===== config.mk =====
export PLATFORM = sky130hd
export DESIGN_NAME = utf8_string_validator_unit
export DESIGN_NICKNAME = d
export VERILOG_FILES = /design/src/utf8sv_pkg.sv /design/src/utf8_string_validator_unit.sv /design/src/utf8sv_cfg.sv /design/src/utf8sv_decode.sv
export SDC_FILE = /design/constraint.sdc
export NUM_CORES = 1
export LEC_CHECK = 0
export BUFFER_PORTS_ARGS = -buffer_cell sky130_fd_sc_hd__buf_2
export CORE_ASPECT_RATIO = 1.25
export CORE_MARGIN = 2
export CORE_UTILIZATION = 29
export DETAILED_ROUTE_END_ITERATION = 8
export PLACE_DENSITY = 0.54
export SETUP_SLACK_MARGIN = 0.2
export SYNTH_ARGS = -nofsm -noshare
export SYNTH_HDL_FRONTEND = slang
export SYNTH_HIERARCHICAL = 1
export SYNTH_SLANG_ARGS = --single-unit

===== constraint.sdc =====
create_clock -name clk -period 6.9 [get_ports clk]
set_input_delay 1.38 -clock clk [delete_from_list [all_inputs] [get_ports clk]]
set_output_delay 1.38 -clock clk [all_outputs]
set_load 0.03 [all_outputs]

===== src/utf8sv_pkg.sv =====
// Types, constants and register indexes for the UTF-8 string validator.
package utf8sv_pkg;

	localparam int MAX_LEN_DEF = 4096;
	localparam int MAX_LENGTH_RST = 4096;
	localparam logic REQUIRE_NONEMPTY_RST = 1'b1;

	localparam int CFG_DATA_W = 13;
	localparam int CFG_INDEX_W = 1;
	localparam int COUNT_W = 13;
	localparam int CP_W = 21;

	localparam logic [CFG_INDEX_W-1:0] CFG_MAX_LENGTH = 1'b0;
	localparam logic [CFG_INDEX_W-1:0] CFG_REQUIRE_NONEMPTY = 1'b1;

	localparam logic [7:0] LEAD2_MASK = 8'he0;
	localparam logic [7:0] LEAD2_CODE = 8'hc0;
	localparam logic [7:0] LEAD3_MASK = 8'hf0;
	localparam logic [7:0] LEAD3_CODE = 8'he0;
	localparam logic [7:0] LEAD4_MASK = 8'hf8;
	localparam logic [7:0] LEAD4_CODE = 8'hf0;
	localparam logic [7:0] CONT_MASK = 8'hc0;
	localparam logic [7:0] CONT_CODE = 8'h80;
	localparam logic [7:0] LEAD2_PAYLOAD = 8'h1f;
	localparam logic [7:0] LEAD3_PAYLOAD = 8'h0f;
	localparam logic [7:0] LEAD4_PAYLOAD = 8'h07;

	localparam logic [CP_W-1:0] MIN_CP2 = 21'h80;
	localparam logic [CP_W-1:0] MIN_CP3 = 21'h800;
	localparam logic [CP_W-1:0] MIN_CP4 = 21'h10000;
	localparam logic [CP_W-1:0] MAX_CP = 21'h10ffff;
	localparam logic [CP_W-1:0] SURR_LO = 21'hd800;
	localparam logic [CP_W-1:0] SURR_HI = 21'hdfff;

	typedef struct packed {
		logic [7:0] data_byte;
		logic       end_of_string;
		logic       empty_marker;
	} in_item_t;

	typedef struct packed {
		logic               is_valid;
		logic [COUNT_W-1:0] byte_count;
	} out_item_t;

	typedef struct packed {
		logic [1:0]      pend;
		logic [1:0]      seq_len;
		logic [CP_W-1:0] cp;
		logic            err;
	} dec_state_t;

endpackage


===== src/utf8_string_validator_unit.sv =====
// Top level of the UTF-8 string validator: input register, decode, verdict register.
//
// Usage:
//   A string arrives as beats on the byte channel (byte_valid/byte_ready,
//   payload byte_item), one byte a beat, end_of_string set on the last one.
//   An empty string is a single beat with empty_marker and end_of_string set;
//   an empty_marker beat without end_of_string is dropped.
//   Each string yields one beat on the verdict channel (verdict_valid/
//   verdict_ready, payload verdict_item): is_valid and the byte count, which
//   saturates at the limit plus one.
//   The last byte goes from the input register via decode into the verdict register.
//   Throughput: one byte per cycle unless an end-of-string beat waits on a stalled
//   verdict, set by the single decode step between input and string state registers.
//   A stalled verdict holds; the input register then keeps taking beats up to
//   the next end-of-string beat, which waits there until the verdict drains.
//   Reset clears the string state and both valids and loads the limit with
//   min(4096, MAX_LEN) and require_nonempty with 1. Write the configuration
//   port (cfg_we, cfg_index, cfg_data) only while no string is in progress.
module utf8_string_validator_unit #(
	parameter int MAX_LEN = utf8sv_pkg::MAX_LEN_DEF
) (
	input  logic                               clk,
	input  logic                               arst_n,
	input  logic                               byte_valid,
	output logic                               byte_ready,
	input  utf8sv_pkg::in_item_t               byte_item,
	output logic                               verdict_valid,
	input  logic                               verdict_ready,
	output utf8sv_pkg::out_item_t              verdict_item,
	input  logic                               cfg_we,
	input  logic [utf8sv_pkg::CFG_INDEX_W-1:0] cfg_index,
	input  logic [utf8sv_pkg::CFG_DATA_W-1:0]  cfg_data
);

	localparam int CNT_W = $clog2(MAX_LEN + 2);

	logic                   valid_s1;
	utf8sv_pkg::in_item_t   item_s1;
	utf8sv_pkg::dec_state_t st_q;
	utf8sv_pkg::dec_state_t st_nxt;
	logic [CNT_W-1:0]       len_q;
	logic [CNT_W-1:0]       len_nxt;
	logic                   out_valid_q;
	utf8sv_pkg::out_item_t  out_item_q;
	utf8sv_pkg::out_item_t  result;
	logic [CNT_W-1:0]       limit;
	logic                   require_nonempty;
	logic                   advance;

	utf8sv_cfg #(
		.MAX_LEN(MAX_LEN),
		.CNT_W(CNT_W)
	) u_cfg (
		.clk(clk),
		.arst_n(arst_n),
		.cfg_we(cfg_we),
		.cfg_index(cfg_index),
		.cfg_data(cfg_data),
		.limit(limit),
		.require_nonempty(require_nonempty)
	);

	utf8sv_decode #(
		.CNT_W(CNT_W)
	) u_decode (
		.item(item_s1),
		.st(st_q),
		.len(len_q),
		.limit(limit),
		.require_nonempty(require_nonempty),
		.st_nxt(st_nxt),
		.len_nxt(len_nxt),
		.result(result)
	);

	assign advance = valid_s1 && (!item_s1.end_of_string || !out_valid_q || verdict_ready);
	assign byte_ready = !valid_s1 || advance;

	always_ff @(posedge clk or negedge arst_n) begin
		if (!arst_n) begin
			valid_s1 <= 1'b0;
		end else if (byte_ready) begin
			valid_s1 <= byte_valid;
		end
	end

	always_ff @(posedge clk) begin
		if (byte_ready && byte_valid) begin
			item_s1 <= byte_item;
		end
	end

	always_ff @(posedge clk or negedge arst_n) begin
		if (!arst_n) begin
			st_q <= '0;
			len_q <= '0;
		end else if (advance) begin
			if (item_s1.end_of_string) begin
				st_q <= '0;
				len_q <= '0;
			end else begin
				st_q <= st_nxt;
				len_q <= len_nxt;
			end
		end
	end

	always_ff @(posedge clk or negedge arst_n) begin
		if (!arst_n) begin
			out_valid_q <= 1'b0;
		end else if (advance && item_s1.end_of_string) begin
			out_valid_q <= 1'b1;
		end else if (verdict_ready) begin
			out_valid_q <= 1'b0;
		end
	end

	always_ff @(posedge clk) begin
		if (advance && item_s1.end_of_string) begin
			out_item_q <= result;
		end
	end

	assign verdict_valid = out_valid_q;
	assign verdict_item = out_item_q;

endmodule


===== src/utf8sv_cfg.sv =====
// Configuration registers: clamped length limit and non-empty requirement.
module utf8sv_cfg #(
	parameter int MAX_LEN = utf8sv_pkg::MAX_LEN_DEF,
	parameter int CNT_W = $clog2(MAX_LEN + 2)
) (
	input  logic                                 clk,
	input  logic                                 arst_n,
	input  logic                                 cfg_we,
	input  logic [utf8sv_pkg::CFG_INDEX_W-1:0]   cfg_index,
	input  logic [utf8sv_pkg::CFG_DATA_W-1:0]    cfg_data,
	output logic [CNT_W-1:0]                     limit,
	output logic                                 require_nonempty
);

	localparam int LIMIT_RST = (utf8sv_pkg::MAX_LENGTH_RST > MAX_LEN) ?
		MAX_LEN : utf8sv_pkg::MAX_LENGTH_RST;

	logic [CNT_W-1:0] limit_q;
	logic             req_q;
	logic [31:0]      wr_ext;
	logic [31:0]      wr_lim;

	always_comb begin
		wr_ext = 32'(cfg_data);
		wr_lim = (wr_ext > 32'(MAX_LEN)) ? 32'(MAX_LEN) : wr_ext;
	end

	always_ff @(posedge clk or negedge arst_n) begin
		if (!arst_n) begin
			limit_q <= CNT_W'(LIMIT_RST);
			req_q   <= utf8sv_pkg::REQUIRE_NONEMPTY_RST;
		end else if (cfg_we) begin
			unique case (cfg_index)
				utf8sv_pkg::CFG_MAX_LENGTH: begin
					limit_q <= wr_lim[CNT_W-1:0];
				end
				utf8sv_pkg::CFG_REQUIRE_NONEMPTY: begin
					req_q <= cfg_data[0];
				end
				default: begin
				end
			endcase
		end
	end

	assign limit = limit_q;
	assign require_nonempty = req_q;

endmodule


===== src/utf8sv_decode.sv =====
// One-byte UTF-8 decode step: next string state, length and verdict.
module utf8sv_decode #(
	parameter int CNT_W = $clog2(utf8sv_pkg::MAX_LEN_DEF + 2)
) (
	input  utf8sv_pkg::in_item_t   item,
	input  utf8sv_pkg::dec_state_t st,
	input  logic [CNT_W-1:0]       len,
	input  logic [CNT_W-1:0]       limit,
	input  logic                   require_nonempty,
	output utf8sv_pkg::dec_state_t st_nxt,
	output logic [CNT_W-1:0]       len_nxt,
	output utf8sv_pkg::out_item_t  result
);

	logic [7:0]                  b;
	logic [utf8sv_pkg::CP_W-1:0] cp_sh;
	logic                        bad_cp;
	logic                        fail;
	logic [31:0]                 len_ext;

	always_comb begin
		b = item.data_byte;
		cp_sh = {st.cp[utf8sv_pkg::CP_W-7:0], b[5:0]};
		bad_cp = ((st.seq_len == 2'd1) && (cp_sh < utf8sv_pkg::MIN_CP2)) ||
			((st.seq_len == 2'd2) && (cp_sh < utf8sv_pkg::MIN_CP3)) ||
			((st.seq_len == 2'd3) && (cp_sh < utf8sv_pkg::MIN_CP4)) ||
			(cp_sh > utf8sv_pkg::MAX_CP) ||
			((cp_sh >= utf8sv_pkg::SURR_LO) && (cp_sh <= utf8sv_pkg::SURR_HI));
		st_nxt = st;
		len_nxt = len;
		fail = 1'b0;
		if (!item.empty_marker) begin
			if (len <= limit) begin
				len_nxt = len + CNT_W'(1);
			end
			priority if (b == 8'h00) begin
				fail = 1'b1;
			end else if (st.pend == 2'd0) begin
				priority if (!b[7]) begin
				end else if ((b & utf8sv_pkg::LEAD2_MASK) == utf8sv_pkg::LEAD2_CODE) begin
					st_nxt.pend = 2'd1;
					st_nxt.seq_len = 2'd1;
					st_nxt.cp = utf8sv_pkg::CP_W'(b & utf8sv_pkg::LEAD2_PAYLOAD);
				end else if ((b & utf8sv_pkg::LEAD3_MASK) == utf8sv_pkg::LEAD3_CODE) begin
					st_nxt.pend = 2'd2;
					st_nxt.seq_len = 2'd2;
					st_nxt.cp = utf8sv_pkg::CP_W'(b & utf8sv_pkg::LEAD3_PAYLOAD);
				end else if ((b & utf8sv_pkg::LEAD4_MASK) == utf8sv_pkg::LEAD4_CODE) begin
					st_nxt.pend = 2'd3;
					st_nxt.seq_len = 2'd3;
					st_nxt.cp = utf8sv_pkg::CP_W'(b & utf8sv_pkg::LEAD4_PAYLOAD);
				end else begin
					fail = 1'b1;
				end
			end else if ((b & utf8sv_pkg::CONT_MASK) != utf8sv_pkg::CONT_CODE) begin
				fail = 1'b1;
			end else begin
				st_nxt.pend = st.pend - 2'd1;
				if (st.pend == 2'd1) begin
					fail = bad_cp;
					st_nxt.seq_len = 2'd0;
					st_nxt.cp = '0;
				end else begin
					st_nxt.cp = cp_sh;
				end
			end
			if (fail) begin
				st_nxt.err = 1'b1;
				st_nxt.pend = 2'd0;
				st_nxt.seq_len = 2'd0;
				st_nxt.cp = '0;
			end
		end
		len_ext = 32'(len_nxt);
		result.is_valid = !st_nxt.err && (st_nxt.pend == 2'd0) &&
			!(require_nonempty && (len_nxt == '0)) && (len_nxt <= limit);
		result.byte_count = len_ext[utf8sv_pkg::COUNT_W-1:0];
	end

endmodule


==> flow_summary.yaml <==
job:
  max_cap_viol_count: 0
timing:
  setup_viol: 0
  hold_viol: 0
  fmax_mhz: 241
  rsz0062_at_grt: "no"
  skew_ns: 0.00521
  final.setup.tns_ns: 0
  worst_slew_pin_slew_ns: 0.940
  hold_slack_ns: 0.509
  drv_slew: 0
  period_share: 0.602
  min_period_ns: 4.16
  relSlewSlack: 0.372
pwr:
  powerDensity_mw_per_mm2: 231
  pwr-share-seq: 0.393
  combinationalPowerShare: 0.225
  p_sw_frac: 0.302
  power.leakage_nw: 2.42
  intPower_w: 0.000928
  power_frac_clock: 0.381
  p_switching_w: 0.000403
  vdd_drop_max_mv: 0.173
worst_setup_path:
  worstSetupEndpointType: "register"
  worst_setup_path_startpoint: "u_cfg/limit[12]"
  critPathMaxFanout: 10
  critPathBufInv: 1
  cp-start-kind: "register"
  worstReg2RegStart: "u_cfg/limit[12]"
  worstPathRequired_ns: 7.12
  cp_cell_sequence: "inv_1 -> ha_1 -> nand4_2 -> nor4_2 -> and2_1 -> a31o_1 -> mux2_2 -> ha_1 -> nor2b_1 -> o21a_1 -> o21a_1 -> o21ai_0 -> a221o_1 -> a21oi_1 -> nor3_1 -> o31a_1"
  cp.arrival_ns: 4.38
  crit_family: "compound AO/OA/AOI/OAI gates"
  crit_path_top_delay_cell: "dfstp_2"
  path_class: "register to register"
  crit_path_max_incr_delay_ns: 0.52
global_routing:
  grt_overflow: 0
  antenna_found_initial: 0
  grt_pass1_vias: 3957
  grt_max_degree: 69
  grt.total_usage: 0.138
  grt_pass1_wl_mm: 20.5
die:
  dieArea_sq_mm: 0.0192
  io_pins: 45
  die_h_microns: 154
  core_sq_mm: 0.0176
  row_count: 54
  start_util: 0.298
  dieWidth_microns: 124
placed_design:
  io_buffers: 44
  routabilityCongestion: 0.847
  dpl.hpwl_mm: 8.46
  dpl_cell_area_sq_mm: 0.00544
detailed_routing:
  dr_total_vias: 4041
  avgRoutedWirePerCell_microns: 16.2
  postRouteWirelength_mm: 12.6
  dr.pass1.iters: 4
  drt_iter0_markers: 375
  final_antenna_net_count: 0
  post_drt_via_cell_ratio: 5.20
  drc: 0
clock_network:
  cts_made_buffers: 9
  htree_num_levels: 3
  cts_hold_buf: 0
  clock_latency_ns: 0.35
  cts_setup_buffers: 0
  cts.sinks: 73
  cts_resized: 0
  path_clk_slew_ns: 0.06
  cts_tree: "built"
  root_buffer: "clkbuf_16"
  clk_path_buf_depth: 2
layout:
  seqCellArea_sq_mm: 0.00195
  multi_input_area_sq_mm: 0.00288
  area_growth_pct: 10.0
  final_nets: 606
  design_area_sq_mm: 0.00576
  diodes: 0
  fillers: 1834
  drive_gt1_frac: 0.165
synth:
  avgSynthCellArea_sq_um: 9.64
  syn_area_sq_mm: 0.00524
  synth_cells: 543
  synth_nets: 601
  yosysWarnings: 6
hold_path:
  min_from: "u_cfg/limit[3]"
  hold_class: "register to register"
outcome:
  status: "completed"
## routing by layer
metal  wire [microns]  track usage  up-vias
li1                 -            -     1975
met1             5580        0.175     1958
met2             6130        0.221       86
met3              604       0.0365       22
met4              306       0.0540        0
met5                0            0        -
## path summary, 6_finish.rpt
| path | endpoint | slack [ns] | cells after the start |
|---|---|---|---|
| worst max-delay path | verdict_item[13] | 2.74 | 16 |
| worst min-delay path | u_cfg/limit[3] | 0.51 | 1 |
| worst max register to register | verdict_item[13] | 2.74 | 16 |
| worst min register to register | u_cfg/limit[3] | 0.51 | 1 |
| max in group asynchronous | len_q[4] | 5.27 | 2 |
| min in group asynchronous | u_cfg/limit[1] | 1.16 | 2 |
## registers in the layout (all words and copies together), names as in the netlist
register / flops
len_q: 13
u_cfg/limit: 13
item_s1: 10
st_q: 20
u_cfg/require_nonempty: 1
valid_s1: 1
verdict_item: 14
verdict_valid: 1
## worst reg2reg max path, stage by stage (launching register included)
cell and delay (ns):
dfstp_2 0.52, inv_1 0.05, ha_1 0.32, nand4_2 0.13, nor4_2 0.52, and2_1 0.20, a31o_1 0.32, mux2_2 0.42
ha_1 0.32, nor2b_1 0.14, o21a_1 0.16, o21a_1 0.15, o21ai_0 0.18, a221o_1 0.17, a21oi_1 0.07, nor3_1 0.20
o31a_1 0.16
## placed cells by master, fill, tap and decap left out, drive strengths merged, types with 3 or more instances in the layout
master / n
buf: 48
dfrtp: 47
nand3: 42
nand2b: 38
nand4b: 34
nand3b: 34
ha: 29
nor2: 25
edfxtp: 24
inv: 23
nor2b: 19
nand2: 19
a21oi: 18
o21ai: 16
mux2: 15
a22o: 14
nand4: 11
xnor2: 10
clkbuf: 9
and2: 6
and3: 6
xor2: 5
nor3: 5
o21a: 4
a211oi: 4
a31oi: 4
nor4: 4
and4: 3
nor3b: 3
mux2i: 3
clkinv: 3
## stage by stage
stage | power [W] | std cells | worst slack (ns) | util
after global routing | 0.00140 | 777 | 2.47 | 0.328
final | 0.00133 | 777 | 2.74 | 0.328
after global placement | 0.000823 | 761 | 2.94 | 0.310
after CTS | 0.00135 | 777 | 2.75 | 0.328
after detailed placement | 0.000831 | 761 | 2.78 | 0.310
after floorplan | 0.000762 | 543 | 3.23 | -
## power by group through the flow
stage / registers [W] / logic, W / clock network (W)
after CTS: 0.000524 / 0.000302 / 0.000521
after detailed placement: 0.000532 / 0.000299 / 0
after floorplan: 0.000530 / 0.000232 / 0
after global placement: 0.000531 / 0.000293 / 0
final: 0.000523 / 0.000300 / 0.000508
after global routing: 0.000529 / 0.000336 / 0.000540
## area by class of cell
type	count	share of cell area
Tap cell	224	0.0487
Clock inverter	7	0.0163
Sequential cell	73	0.338
Timing Repair Buffer	48	0.0434
Inverter	22	0.0143
Clock buffer	9	0.0391
Multi-Input combinational cell	394	0.500
No activity file was read; power rests on OpenSTA's default activity.
